**src/rtl/hsv2rgb_pkg.sv**
```systemverilog
// Shared types and constants for the HSV to RGB pixel converter.
// Used by hsv2rgb_front, hsv2rgb_rdiv, hsv_pixel_to_rgb and the testbench; depends on nothing.
`default_nettype none

package hsv2rgb_pkg;

    localparam int unsigned CH_W        = 8;
    localparam int unsigned PROD_W      = 16;
    localparam int unsigned NUM_W       = 24;
    localparam int unsigned SIX_W       = 11;
    localparam int unsigned SEC_W       = 3;
    localparam int unsigned RECIP_W     = 17;
    localparam int unsigned RECIP_SHIFT = 32;
    localparam int unsigned NUM_STAGES  = 6;
    localparam int unsigned CFG_IDX_W   = 2;

    localparam logic [CH_W-1:0]    CH_MAX    = 8'd255;
    localparam logic [PROD_W-1:0]  DEN2      = 16'd65025;
    localparam logic [NUM_W-1:0]   HALF_DEN2 = 24'd32512;
    // floor(2^32 / 65025): quotient estimate is exact or one low
    localparam logic [RECIP_W-1:0] RECIP     = 17'd66051;

    localparam logic [SEC_W-1:0] SEC_0 = 3'd0;
    localparam logic [SEC_W-1:0] SEC_1 = 3'd1;
    localparam logic [SEC_W-1:0] SEC_2 = 3'd2;
    localparam logic [SEC_W-1:0] SEC_3 = 3'd3;
    localparam logic [SEC_W-1:0] SEC_4 = 3'd4;
    localparam logic [SEC_W-1:0] SEC_5 = 3'd5;

    typedef enum logic [CFG_IDX_W-1:0] {
        CFG_ZERO_IS_BG = 2'd0,
        CFG_BG_RED     = 2'd1,
        CFG_BG_GREEN   = 2'd2,
        CFG_BG_BLUE    = 2'd3
    } cfg_idx_t;

    typedef enum logic [1:0] {
        KIND_HSV  = 2'd0,
        KIND_GREY = 2'd1,
        KIND_BG   = 2'd2
    } pix_kind_t;

    typedef struct packed {
        pix_kind_t             kind;
        logic [SEC_W-1:0]      sector;
        logic [CH_W-1:0]       value;
        logic                  last;
    } pix_tag_t;

    typedef struct packed {
        logic s1;
        logic s2;
        logic s3;
    } front_en_t;

    typedef struct packed {
        logic s4;
        logic s5;
    } rdiv_en_t;

endpackage

`default_nettype wire

```
**src/rtl/hsv2rgb_front.sv**
```systemverilog
// Front three stages: hue sector and fraction, saturation products, and the
// rounded numerators over 65025 for the p, q and t terms. Uses hsv2rgb_pkg.
`default_nettype none

module hsv2rgb_front (
    input  wire                                   aclk,
    input  hsv2rgb_pkg::front_en_t                en,
    input  wire  [hsv2rgb_pkg::CH_W-1:0]          hue,
    input  wire  [hsv2rgb_pkg::CH_W-1:0]          sat,
    input  wire  [hsv2rgb_pkg::CH_W-1:0]          val,
    input  wire                                   last,
    input  wire                                   zero_is_bg,
    output logic [hsv2rgb_pkg::NUM_W-1:0]         num_p,
    output logic [hsv2rgb_pkg::NUM_W-1:0]         num_q,
    output logic [hsv2rgb_pkg::NUM_W-1:0]         num_t,
    output hsv2rgb_pkg::pix_tag_t                 tag
);

    // stage 1
    logic [hsv2rgb_pkg::CH_W-1:0]   h_wrap;
    logic [hsv2rgb_pkg::SIX_W-1:0]  six;
    logic [hsv2rgb_pkg::SIX_W-1:0]  sec_base;
    logic [hsv2rgb_pkg::SEC_W-1:0]  sector;
    hsv2rgb_pkg::pix_kind_t         kind;
    hsv2rgb_pkg::pix_tag_t          tag1_reg, tag1_next;
    logic [hsv2rgb_pkg::CH_W-1:0]   frac1_reg, frac1_next;
    logic [hsv2rgb_pkg::CH_W-1:0]   sat1_reg;

    // stage 2
    hsv2rgb_pkg::pix_tag_t          tag2_reg;
    logic [hsv2rgb_pkg::PROD_W-1:0] sf2_reg, sf2_next;
    logic [hsv2rgb_pkg::PROD_W-1:0] sfc2_reg, sfc2_next;
    logic [hsv2rgb_pkg::PROD_W-1:0] vs2_reg, vs2_next;

    // stage 3
    hsv2rgb_pkg::pix_tag_t          tag3_reg;
    logic [hsv2rgb_pkg::NUM_W-1:0]  nump3_reg, nump3_next;
    logic [hsv2rgb_pkg::NUM_W-1:0]  numq3_reg, numq3_next;
    logic [hsv2rgb_pkg::NUM_W-1:0]  numt3_reg, numt3_next;

    always_comb begin
        h_wrap = (hue == hsv2rgb_pkg::CH_MAX) ? '0 : hue;
        six    = (hsv2rgb_pkg::SIX_W'(h_wrap) << 2) + (hsv2rgb_pkg::SIX_W'(h_wrap) << 1);
        priority if (six >= hsv2rgb_pkg::SIX_W'(1275)) begin
            sector = hsv2rgb_pkg::SEC_5;
        end else if (six >= hsv2rgb_pkg::SIX_W'(1020)) begin
            sector = hsv2rgb_pkg::SEC_4;
        end else if (six >= hsv2rgb_pkg::SIX_W'(765)) begin
            sector = hsv2rgb_pkg::SEC_3;
        end else if (six >= hsv2rgb_pkg::SIX_W'(510)) begin
            sector = hsv2rgb_pkg::SEC_2;
        end else if (six >= hsv2rgb_pkg::SIX_W'(255)) begin
            sector = hsv2rgb_pkg::SEC_1;
        end else begin
            sector = hsv2rgb_pkg::SEC_0;
        end
        sec_base   = hsv2rgb_pkg::SIX_W'(sector) * hsv2rgb_pkg::SIX_W'(hsv2rgb_pkg::CH_MAX);
        frac1_next = hsv2rgb_pkg::CH_W'(six - sec_base);

        // background test looks at the raw hue, so hue 255 never matches
        priority if (zero_is_bg && (hue == '0) && (sat == '0) && (val == '0)) begin
            kind = hsv2rgb_pkg::KIND_BG;
        end else if (sat != '0) begin
            kind = hsv2rgb_pkg::KIND_HSV;
        end else begin
            kind = hsv2rgb_pkg::KIND_GREY;
        end
        tag1_next.kind   = kind;
        tag1_next.sector = sector;
        tag1_next.value  = val;
        tag1_next.last   = last;
    end

    always_ff @(posedge aclk) begin
        if (en.s1) begin
            tag1_reg  <= tag1_next;
            frac1_reg <= frac1_next;
            sat1_reg  <= sat;
        end
    end

    always_comb begin
        sf2_next  = hsv2rgb_pkg::PROD_W'(sat1_reg) * hsv2rgb_pkg::PROD_W'(frac1_reg);
        sfc2_next = hsv2rgb_pkg::PROD_W'(sat1_reg)
                  * hsv2rgb_pkg::PROD_W'(hsv2rgb_pkg::CH_MAX - frac1_reg);
        vs2_next  = hsv2rgb_pkg::PROD_W'(tag1_reg.value)
                  * hsv2rgb_pkg::PROD_W'(hsv2rgb_pkg::CH_MAX - sat1_reg);
    end

    always_ff @(posedge aclk) begin
        if (en.s2) begin
            tag2_reg <= tag1_reg;
            sf2_reg  <= sf2_next;
            sfc2_reg <= sfc2_next;
            vs2_reg  <= vs2_next;
        end
    end

    // scale p up to the 65025 denominator so all three terms use the same divider module
    always_comb begin
        numq3_next = hsv2rgb_pkg::NUM_W'(tag2_reg.value)
                   * hsv2rgb_pkg::NUM_W'(hsv2rgb_pkg::DEN2 - sf2_reg)
                   + hsv2rgb_pkg::HALF_DEN2;
        numt3_next = hsv2rgb_pkg::NUM_W'(tag2_reg.value)
                   * hsv2rgb_pkg::NUM_W'(hsv2rgb_pkg::DEN2 - sfc2_reg)
                   + hsv2rgb_pkg::HALF_DEN2;
        nump3_next = hsv2rgb_pkg::NUM_W'(vs2_reg) * hsv2rgb_pkg::NUM_W'(hsv2rgb_pkg::CH_MAX)
                   + hsv2rgb_pkg::HALF_DEN2;
    end

    always_ff @(posedge aclk) begin
        if (en.s3) begin
            tag3_reg  <= tag2_reg;
            nump3_reg <= nump3_next;
            numq3_reg <= numq3_next;
            numt3_reg <= numt3_next;
        end
    end

    assign num_p = nump3_reg;
    assign num_q = numq3_reg;
    assign num_t = numt3_reg;
    assign tag   = tag3_reg;

endmodule

`default_nettype wire

```
**src/rtl/hsv2rgb_rdiv.sv**
```systemverilog
// Two-stage divider by 65025: reciprocal multiply, then one correction step.
// Uses hsv2rgb_pkg.
`default_nettype none

module hsv2rgb_rdiv (
    input  wire                              aclk,
    input  hsv2rgb_pkg::rdiv_en_t            en,
    input  wire  [hsv2rgb_pkg::NUM_W-1:0]    num,
    output logic [hsv2rgb_pkg::CH_W-1:0]     quo
);

    localparam int unsigned MUL_W = hsv2rgb_pkg::NUM_W + hsv2rgb_pkg::RECIP_W;

    logic [MUL_W-1:0]              prod;
    logic [hsv2rgb_pkg::CH_W-1:0]  q0_reg, q0_next;
    logic [hsv2rgb_pkg::NUM_W-1:0] num4_reg;
    logic [hsv2rgb_pkg::NUM_W-1:0] rem;
    logic [hsv2rgb_pkg::CH_W-1:0]  quo_reg, quo_next;

    always_comb begin
        prod    = MUL_W'(num) * MUL_W'(hsv2rgb_pkg::RECIP);
        q0_next = prod[hsv2rgb_pkg::RECIP_SHIFT +: hsv2rgb_pkg::CH_W];
    end

    always_ff @(posedge aclk) begin
        if (en.s4) begin
            q0_reg   <= q0_next;
            num4_reg <= num;
        end
    end

    // estimate is exact or one low: bump it when a full divisor remains
    always_comb begin
        rem      = num4_reg - hsv2rgb_pkg::NUM_W'(q0_reg) * hsv2rgb_pkg::NUM_W'(hsv2rgb_pkg::DEN2);
        quo_next = (rem >= hsv2rgb_pkg::NUM_W'(hsv2rgb_pkg::DEN2))
                 ? q0_reg + hsv2rgb_pkg::CH_W'(1) : q0_reg;
    end

    always_ff @(posedge aclk) begin
        if (en.s5) begin
            quo_reg <= quo_next;
        end
    end

    assign quo = quo_reg;

endmodule

`default_nettype wire

```
**src/rtl/hsv_pixel_to_rgb.sv**
```systemverilog
// Top level of the HSV to RGB pixel converter: handshake, config registers,
// channel select. Uses hsv2rgb_pkg, hsv2rgb_front and hsv2rgb_rdiv.
//
// Usage:
//   Input stream s_*: one HSV pixel per transfer, s_tdata = hue, saturation,
//   value (bits 7:0, 15:8, 23:16), s_tlast marks the last pixel of an image.
//   Output stream m_*: one RGB pixel per input pixel, in order, m_tdata =
//   red, green, blue (bits 7:0, 15:8, 23:16), m_tlast copies s_tlast.
//   Config port: cfg_we with cfg_index 0 = zero-is-background enable,
//   1..3 = background red, green, blue. Write only while no pixel is in
//   flight.
//   Pipeline: a pixel accepted at a clock edge passes through six register
//   stages (sector, products, numerators, two divider stages, channel
//   select; the first loads at the accepting edge) before it is on m_*.
//   Throughput: one pixel per clock while m_tready is high.
//   Stall: when m_tready is low the output holds and empty stages upstream
//   keep filling; s_tready drops only once every stage holds a pixel.
//   Reset: aresetn low clears all stage valid bits, sets zero-is-background
//   to 1 and the background colour to black.
`default_nettype none

module hsv_pixel_to_rgb (
    input  wire                                  aclk,
    input  wire                                  aresetn,
    // config write port
    input  wire                                  cfg_we,
    input  wire  [hsv2rgb_pkg::CFG_IDX_W-1:0]    cfg_index,
    input  wire  [hsv2rgb_pkg::CH_W-1:0]         cfg_wdata,
    // input stream
    input  wire                                  s_tvalid,
    output logic                                 s_tready,
    input  wire  [23:0]                          s_tdata,   // hue_byte, saturation_byte, value_byte
    input  wire                                  s_tlast,   // end_of_image
    // output stream
    output logic                                 m_tvalid,
    input  wire                                  m_tready,
    output logic [23:0]                          m_tdata,   // red_out, green_out, blue_out
    output logic                                 m_tlast    // last_of_image
);

    localparam int unsigned NS = hsv2rgb_pkg::NUM_STAGES;

    logic                          zero_is_bg_reg;
    logic [hsv2rgb_pkg::CH_W-1:0]  bg_red_reg;
    logic [hsv2rgb_pkg::CH_W-1:0]  bg_green_reg;
    logic [hsv2rgb_pkg::CH_W-1:0]  bg_blue_reg;

    logic [NS:1]                   valid_reg, valid_next;
    logic [NS:1]                   stage_ready;

    hsv2rgb_pkg::front_en_t        front_en;
    hsv2rgb_pkg::rdiv_en_t         rdiv_en;

    logic [hsv2rgb_pkg::NUM_W-1:0] num_p, num_q, num_t;
    logic [hsv2rgb_pkg::CH_W-1:0]  p_byte, q_byte, t_byte;
    hsv2rgb_pkg::pix_tag_t         tag3, tag4_reg, tag5_reg;

    logic [hsv2rgb_pkg::CH_W-1:0]  red_reg, red_next;
    logic [hsv2rgb_pkg::CH_W-1:0]  green_reg, green_next;
    logic [hsv2rgb_pkg::CH_W-1:0]  blue_reg, blue_next;
    logic                          last_reg;

    // config registers
    always_ff @(posedge aclk) begin
        if (!aresetn) begin
            zero_is_bg_reg <= 1'b1;
            bg_red_reg     <= '0;
            bg_green_reg   <= '0;
            bg_blue_reg    <= '0;
        end else if (cfg_we) begin
            unique case (hsv2rgb_pkg::cfg_idx_t'(cfg_index))
                hsv2rgb_pkg::CFG_ZERO_IS_BG: zero_is_bg_reg <= cfg_wdata[0];
                hsv2rgb_pkg::CFG_BG_RED:     bg_red_reg     <= cfg_wdata;
                hsv2rgb_pkg::CFG_BG_GREEN:   bg_green_reg   <= cfg_wdata;
                hsv2rgb_pkg::CFG_BG_BLUE:    bg_blue_reg    <= cfg_wdata;
            endcase
        end
    end

    // a stage may load when it is empty or its contents move on
    always_comb begin
        stage_ready[NS] = ~valid_reg[NS] | m_tready;
        for (int k = NS - 1; k >= 1; k--) begin
            stage_ready[k] = ~valid_reg[k] | stage_ready[k+1];
        end
        valid_next = valid_reg;
        if (stage_ready[1]) begin
            valid_next[1] = s_tvalid;
        end
        for (int k = 2; k <= NS; k++) begin
            if (stage_ready[k]) begin
                valid_next[k] = valid_reg[k-1];
            end
        end
    end

    always_ff @(posedge aclk) begin
        if (!aresetn) begin
            valid_reg <= '0;
        end else begin
            valid_reg <= valid_next;
        end
    end

    assign front_en.s1 = stage_ready[1];
    assign front_en.s2 = stage_ready[2];
    assign front_en.s3 = stage_ready[3];
    assign rdiv_en.s4  = stage_ready[4];
    assign rdiv_en.s5  = stage_ready[5];

    hsv2rgb_front u_front (
        .aclk       (aclk),
        .en         (front_en),
        .hue        (s_tdata[7:0]),
        .sat        (s_tdata[15:8]),
        .val        (s_tdata[23:16]),
        .last       (s_tlast),
        .zero_is_bg (zero_is_bg_reg),
        .num_p      (num_p),
        .num_q      (num_q),
        .num_t      (num_t),
        .tag        (tag3)
    );

    hsv2rgb_rdiv u_rdiv_p (.aclk(aclk), .en(rdiv_en), .num(num_p), .quo(p_byte));
    hsv2rgb_rdiv u_rdiv_q (.aclk(aclk), .en(rdiv_en), .num(num_q), .quo(q_byte));
    hsv2rgb_rdiv u_rdiv_t (.aclk(aclk), .en(rdiv_en), .num(num_t), .quo(t_byte));

    always_ff @(posedge aclk) begin
        if (rdiv_en.s4) begin
            tag4_reg <= tag3;
        end
        if (rdiv_en.s5) begin
            tag5_reg <= tag4_reg;
        end
    end

    // channel select by pixel kind and sector
    always_comb begin
        red_next   = tag5_reg.value;
        green_next = tag5_reg.value;
        blue_next  = tag5_reg.value;
        unique case (tag5_reg.kind)
            hsv2rgb_pkg::KIND_BG: begin
                red_next   = bg_red_reg;
                green_next = bg_green_reg;
                blue_next  = bg_blue_reg;
            end
            hsv2rgb_pkg::KIND_HSV: begin
                unique case (tag5_reg.sector)
                    hsv2rgb_pkg::SEC_0: begin
                        green_next = t_byte;
                        blue_next  = p_byte;
                    end
                    hsv2rgb_pkg::SEC_1: begin
                        red_next   = q_byte;
                        blue_next  = p_byte;
                    end
                    hsv2rgb_pkg::SEC_2: begin
                        red_next   = p_byte;
                        blue_next  = t_byte;
                    end
                    hsv2rgb_pkg::SEC_3: begin
                        red_next   = p_byte;
                        green_next = q_byte;
                    end
                    hsv2rgb_pkg::SEC_4: begin
                        red_next   = t_byte;
                        green_next = p_byte;
                    end
                    default: begin
                        green_next = p_byte;
                        blue_next  = q_byte;
                    end
                endcase
            end
            default: begin
                red_next   = tag5_reg.value;
            end
        endcase
    end

    always_ff @(posedge aclk) begin
        if (stage_ready[NS]) begin
            red_reg   <= red_next;
            green_reg <= green_next;
            blue_reg  <= blue_next;
            last_reg  <= tag5_reg.last;
        end
    end

    assign s_tready = stage_ready[1];
    assign m_tvalid = valid_reg[NS];
    assign m_tdata  = {blue_reg, green_reg, red_reg};
    assign m_tlast  = last_reg;

    // input backpressure only when the whole pipe is full behind a stalled output
    a_ready_full : assert property (@(posedge aclk) disable iff (!aresetn)
        !s_tready |-> (&valid_reg) && !m_tready)
        else $error("s_tready low while a pipeline stage is empty");

    a_accept_enters : assert property (@(posedge aclk) disable iff (!aresetn)
        s_tvalid && s_tready |=> valid_reg[1])
        else $error("accepted pixel did not enter the first stage");

    a_count_kept : assert property (@(posedge aclk) disable iff (!aresetn)
        $past(aresetn) |-> ($countones(valid_reg) == $countones($past(valid_reg))
            + int'($past(s_tvalid && s_tready)) - int'($past(m_tvalid && m_tready))))
        else $error("pixel lost or duplicated in the pipeline");

    a_stall_full : assert property (@(posedge aclk) disable iff (!aresetn)
        m_tvalid && !m_tready && (&valid_reg) |-> !s_tready)
        else $error("input taken while pipeline is full and stalled");

endmodule

`default_nettype wire

```
**config.mk**
```make
export PLATFORM = sky130hd
export DESIGN_NAME = hsv_pixel_to_rgb
export DESIGN_NICKNAME = d
export VERILOG_FILES = /design/src/rtl/hsv2rgb_pkg.sv /design/src/rtl/hsv2rgb_front.sv /design/src/rtl/hsv2rgb_rdiv.sv /design/src/rtl/hsv_pixel_to_rgb.sv
export SDC_FILE = /design/constraint.sdc
export NUM_CORES = 2
export LEC_CHECK = 0
export ABC_CLOCK_PERIOD_IN_PS = 17400
export BUFFER_PORTS_ARGS = -buffer_cell sky130_fd_sc_hd__buf_2
export CAP_MARGIN = 20
export CORE_MARGIN = 2
export CORE_UTILIZATION = 30
export CTS_CLUSTER_DIAMETER = 200
export CTS_CLUSTER_SIZE = 30
export DETAILED_ROUTE_END_ITERATION = 6
export GPL_ROUTABILITY_DRIVEN = 0
export PLACE_DENSITY_LB_ADDON = 0.3
export SYNTH_ARGS = -nofsm -noshare
export SYNTH_HDL_FRONTEND = slang
export SYNTH_SLANG_ARGS = --single-unit
```
**constraint.sdc**
```tcl
create_clock -name aclk -period 17.4 [get_ports aclk]
set_input_delay 3.48 -clock aclk [delete_from_list [all_inputs] [get_ports aclk]]
set_output_delay 3.48 -clock aclk [all_outputs]
set_load 0.02 [all_outputs]
```
Yosys cells after proc, flatten, opt, wreduce, memory -nomap -nowiden
Index checks and enable logic that the tools add are counted.
W data, S select, Z words.

storage, ports and cells
  flip-flop bits (word level) = 382
  bits of input ports = 40
  output and inout bits = 27
  logic and storage cells = 142

operators by class
  $add $sub $neg = 15
  multiply operators = 13
  $lt $le $gt $ge = 8
  eq/ne operators = 9
  multiplexer cells = 16
  bitwise gates (word level) = 12
  reduce and logical (&&, ||, !) cells = 18

operators with widths
  cell                      number
  $mul A24 B17 Y40 const B  3
  $add A24 B15 Y24 const B  3
  $ge A24 B16 Y1 const B    3
  $mul A8 B16 Y24 const B   3
  $pmux W8 S3               3
  $sub A24 B24 Y24          3
  $mul A8 B24 Y24           2
  $pmux W8 S2               3
  $sub A16 B16 Y17 const A  2
  $mul A8 B16 Y16           2
  $mux W8                   4
  $add A8 B1 Y8 const B     3
  $logic_not A8 Y1          3
  $mul A16 B8 Y24 const B   1
  $ge A11 B10 Y1 const B    2
  $sub A8 B8 Y9 const A     2
  $mul A8 B8 Y16            1
  $mux W3                   4
  $add A10 B9 Y11           1
  $ge A11 B11 Y1 const B    1
  $ge A11 B8 Y1 const B     1
  $ge A11 B9 Y1 const B     1
  $eq A8 B8 Y1 const B      1
  $mul A3 B8 Y8 const B     1
  other kinds (15)          38

Depth between registers and ports, before layout
  depth after elaboration = 11
  mapped depth = 27
  gate-level depth less buffers = 26

Hierarchy
From an unflattened synthesis, not the netlist that was laid out.

unflattened totals
  cell total of the unflattened synthesis = 5113
  area total of the unflattened synthesis = 52062.4 µm²

modules (own cells, without submodules)
  module                    instances  cells an instance  area each (µm²)  sequential area each (µm²)
  hsv2rgb_front             1          2494               25544.5          5315.1
  hsv2rgb_rdiv at u_rdiv_p  1          779                7617.3           1201.2
  hsv2rgb_rdiv at u_rdiv_q  1          764                7490.9           1201.2
  hsv2rgb_rdiv at u_rdiv_t  1          760                7462.2           1201.2
  hsv_pixel_to_rgb          1          316                3947.5           2212.1

Least setup slack after synthesis
No wires, ideal clock.

  path type = input port to flip-flop
  from = input port s_tdata[6]
  to = register u_front.frac1_reg[7] in the netlist's numbering, data pin
  data arrival time = 8220 ps
  setup slack = 8920 ps
  stages = 22
  path through = ha_1 > nand4_1 > nand2_1 > inv_1 > nand2_1 > fa_1 > and3b_1 > nor2_1 > a2111o_1 > a211oi_2 > and2_1 > nor2_1 > o21bai_2 > inv_1 > fa_1 > fa_1 > ha_1 > a21o_1 > a21oi_1 > a21bo_1 > a21oi_1 > xnor2_1

on the way
  word-level cells in the longest chain between the ends = 11
  elaborated cells between the ends (all ways) = 15
  classes of those cells = add/sub: 2; mul: 1; order compare: 5; eq/ne: 1; mux: 6

RTL lines
  element                          RTL line                source
  from (decl)                      hsv_pixel_to_rgb.sv:32  input wire [23:0] s_tdata,
  $eq A8 B8 Y1                     hsv2rgb_front.sv:42     h_wrap = (hue == hsv2rgb_pkg::CH_MAX) ? '0 : hue;
  $mux W8 (*)                      hsv2rgb_front.sv:42
  $add A10 B9 Y11 (*)              hsv2rgb_front.sv:43     six = (hsv2rgb_pkg::SIX_W'(h_wrap) << 2) + (hsv2rgb_pkg::SIX_W'(h_wrap) << 1);
  $ge A11 B8 Y1                    hsv2rgb_front.sv:52     end else if (six >= hsv2rgb_pkg::SIX_W'(255)) begin
  $mux W1                          hsv2rgb_front.sv:52
  $mux W3                          hsv2rgb_front.sv:50     end else if (six >= hsv2rgb_pkg::SIX_W'(510)) begin
  $mux W3                          hsv2rgb_front.sv:48     end else if (six >= hsv2rgb_pkg::SIX_W'(765)) begin
  $mux W3                          hsv2rgb_front.sv:46     end else if (six >= hsv2rgb_pkg::SIX_W'(1020)) begin
  $mux W3                          hsv2rgb_front.sv:44     priority if (six >= hsv2rgb_pkg::SIX_W'(1275)) begin
  $mul A3 B8 Y8                    hsv2rgb_front.sv:57     sec_base = hsv2rgb_pkg::SIX_W'(sector) * hsv2rgb_pkg::SIX_W'(hsv2rgb_pkg::CH_MAX);
  $sub A8 B8 Y8 (*)                hsv2rgb_front.sv:58     frac1_next = hsv2rgb_pkg::CH_W'(six - sec_base);
  net u_front.frac1_next, one bit  hsv2rgb_front.sv:26     logic [hsv2rgb_pkg::CH_W-1:0] frac1_reg, frac1_next;
  to (signal assigned)             hsv2rgb_front.sv:77     frac1_reg <= frac1_next;
  to (decl)                        hsv2rgb_front.sv:26

The timed path passes the listed nets; every way through them passes the cells marked *.
A chain may end at the register's enable or synchronous reset.

Worst setup path after layout
  from = input port s_tdata[0]
  to = register u_front.frac1_reg[7] in the netlist's numbering, data pin

Same word-level chain as after synthesis.

==> flow_metrics.py <==
metrics = {
    "worst_hold_path": {
        "hold_class": "flop to flop",
        "holdPathStages": 0,
    },
    "finish": {
        "finalNetCount": 6406,
        "design_area_um2": 53460,
        "drive_gt1_frac": 0.03290,
        "syn_to_final_growth_pct": 6.801,
        "fillers": 16810,
        "multi_input_comb_area_um2": 34960,
        "regArea_um2": 11130,
    },
    "yosys": {
        "muxShareOfSynthArea": 0.009624,
        "yosys-top-cells-count": "966 x inv_1, 910 x ha_1, 572 x fa_1",
        "netlist_area_um2": 50060,
        "synth_top_family_by_area": "adder cells",
        "syn_inst": 4863,
        "netlist_top_cells_area": "fa_1 23%, ha_1 23%, edfxtp_1 21%",
        "yosys_warnings": 0,
        "synth_seq_area_share": 0.2224,
        "yosysMostFrequentCell": "inv_1",
        "synth_edf_count": 350,
        "synthFlopType": "edfxtp_1",
        "synthAdderAreaFrac": 0.4562,
        "synth-seq-cells": 381,
        "synth_cell_types": 91,
        "synth_compound_area_frac": 0.08524,
        "syn_avg_cell_area_um2": 10.29,
        "yosys.area.top_type_share": 0.2288,
        "syn-num-nets": 6385,
        "synthArstFlopShare": 0,
        "synth-xor-area-share": 0.03587,
        "synth-simple-area-share": 0.1112,
        "synth_top_area_cell": "fa_1",
    },
    "cts": {
        "htree_levels": 1,
        "clk_pin_slew_worst_paths_ns": 0.12,
        "cts.sinks": 381,
        "cts_tree": "done",
        "worstSkewPairLatency_ns": 0.58,
        "cts_buffers": 16,
        "post_cts_buffers": 0,
        "ctsResizeCount": 0,
        "cts_root_buffer": "clkbuf_16",
        "cts_hold_buf": 0,
        "cts.path.max_buffers": 3,
    },
    "floorplanning": {
        "initial_core_util": 0.3027,
        "fp-row-count": 149,
        "io-pin-count": 67,
        "fp.dieH_um": 412.5,
        "coreArea_um2": 165400,
        "dieWidth_um": 412.5,
        "die_area_um2": 170100,
    },
    "detailed_routing": {
        "first_iter_violations": 1534,
        "first_pass_iters": 5,
        "routedWlPerCell_um": 15.11,
        "postRouteAntennaNets": 0,
        "viasPerCell": 4.573,
        "wl_um": 107000,
        "drc": 0,
        "num_vias": 32400,
    },
    "timing": {
        "max_freq_mhz": 116.9,
        "timing.final.max_slew_violations": 0,
        "worst_pin_slew_ns": 1.033,
        "final-setup-viol-count": 0,
        "hold_viol_final": 0,
        "whs_ns": 0.4315,
        "tns_ns": 0,
        "finalCritPeriodShare": 0.4915,
        "rsz0062_at_grt": "no",
        "slew_headroom": 0.3116,
        "skew_ns": 0.03386,
        "period_needed_ns": 8.551,
    },
    "run_status": {
        "status": "finished, final reports clean",
    },
    "global_routing": {
        "antenna_found_initial": 5,
        "grt_pass1_wl_um": 178600,
        "grt_max_degree": 70,
        "grt.busiest_layer": "met2",
        "grtUsageMet2": 0.2159,
        "track_usage": 0.1290,
        "grt_pass1_vias": 33890,
        "grt-ovfl-total": 0,
        "met1_usage": 0.1834,
        "grtUsageMet3": 0.01137,
    },
    "setup_path": {
        "required_ns": 17.75,
        "reg2reg_slack_ns": 10.51,
        "arrival_ns": 8.90,
        "crit_path_start_kind": "input pin",
        "crit_type": "input pin to flop",
        "worstPathMaxFanout": 10,
        "cp-end-kind": "flop",
        "reg2regPathDepth": 24,
    },
    "placed_design": {
        "portBuffers": 66,
        "dp_hpwl_um": 86790,
        "placed_cell_area_um2": 52980,
    },
    "flow_run": {
        "max_cap_violations": 0,
    },
}
==> through the flow <==
step / cells / utilization / setup slack (ns)
after global routing: 7084 / 0.3233 / 8.445
final: 7086 / 0.3233 / 8.849
after floorplan: 4863 / - / 8.920
after CTS: 7082 / 0.3232 / 8.858
after global placement: 7054 / 0.3204 / 8.303
after detailed placement: 7054 / 0.3204 / 8.234
==> worst max-delay path, cell delays in order <==
cell and delay [ns]:
buf_2 0.15, ha_1 0.22, nand4_1 0.34, nand2_1 0.16
inv_1 0.10, nand2_1 0.08, fa_1 0.45, and3b_1 0.24
nor2_1 0.07, a2111o_1 0.43, a211oi_2 0.29, and2_1 0.20
nor2_1 0.05, o21bai_2 0.28, inv_1 0.12, fa_1 0.64
inv_1 0.13, ha_1 0.30, inv_1 0.04, ha_1 0.34
inv_1 0.07, o31ai_2 0.36, a21bo_1 0.16, a21oi_1 0.07
xnor2_1 0.12
==> logic make-up after synthesis <==
family / count (synthesis)
adder cells (fa/ha/maj): 1482
buffers and inverters: 1056
AND/OR/NAND/NOR: 1056
AO/OA/AOI/OAI: 636
flip-flops: 381
XOR/XNOR: 205
multiplexers: 47
==> layer usage <==
| metal | vias up | wire length (um) |
|---|---|---|
| met1 | 15830 | 53690 |
| li1 | 16110 | - |
| met4 | 2 | 1697 |
| met3 | 70 | 2837 |
| met2 | 383 | 48810 |
| met5 | - | 11 |
==> cell type report <==
class	count	area share
inverters	968	0.06804
flip-flops and latches	381	0.2082
diodes	3	0.0001404
well taps	2189	0.05123
clock inverters	1	0.0001638
multi-input cells	3426	0.6539
clock buffers	27	0.008660
repair buffers	91	0.009643
==> final timing paths <==
kind                                           from                    to
worst max register to register  u_front.sfc2_reg[3]     u_front.num_t[23]
worst min register to register         tag4_reg[12]          tag5_reg[12]
worst max-delay path                     s_tdata[0]  u_front.frac1_reg[7]
worst min-delay path                   tag4_reg[12]          tag5_reg[12]
==> placed cells by master, fill, tap and decap left out, types with 13 or more instances in the layout <==
master       n
a211oi_1    29
a21boi_0    13
a21o_1      69
a21oi_1    157
a31oi_1     19
and2_1     179
and3_1      24
buf_2       66
buf_4       24
clkbuf_16   17
dfxtp_1     31
edfxtp_1   350
fa_1       572
ha_1       910
inv_1      964
mux2i_1     41
nand2_1    272
nand2b_1    94
nand3_1     45
nand4_1     30
nor2_1     129
nor2b_1    149
nor3_1      50
nor4_1      13
o211ai_1    30
o21a_1      22
o21ai_0    111
o21bai_1    15
o22a_1      33
o22ai_1     32
or3_1       24
xnor2_1    143
xor2_1      62
Power is left out: the tool's default activity adds up to more than one toggle a clock period on the data nets, which glitch-free logic cannot reach.
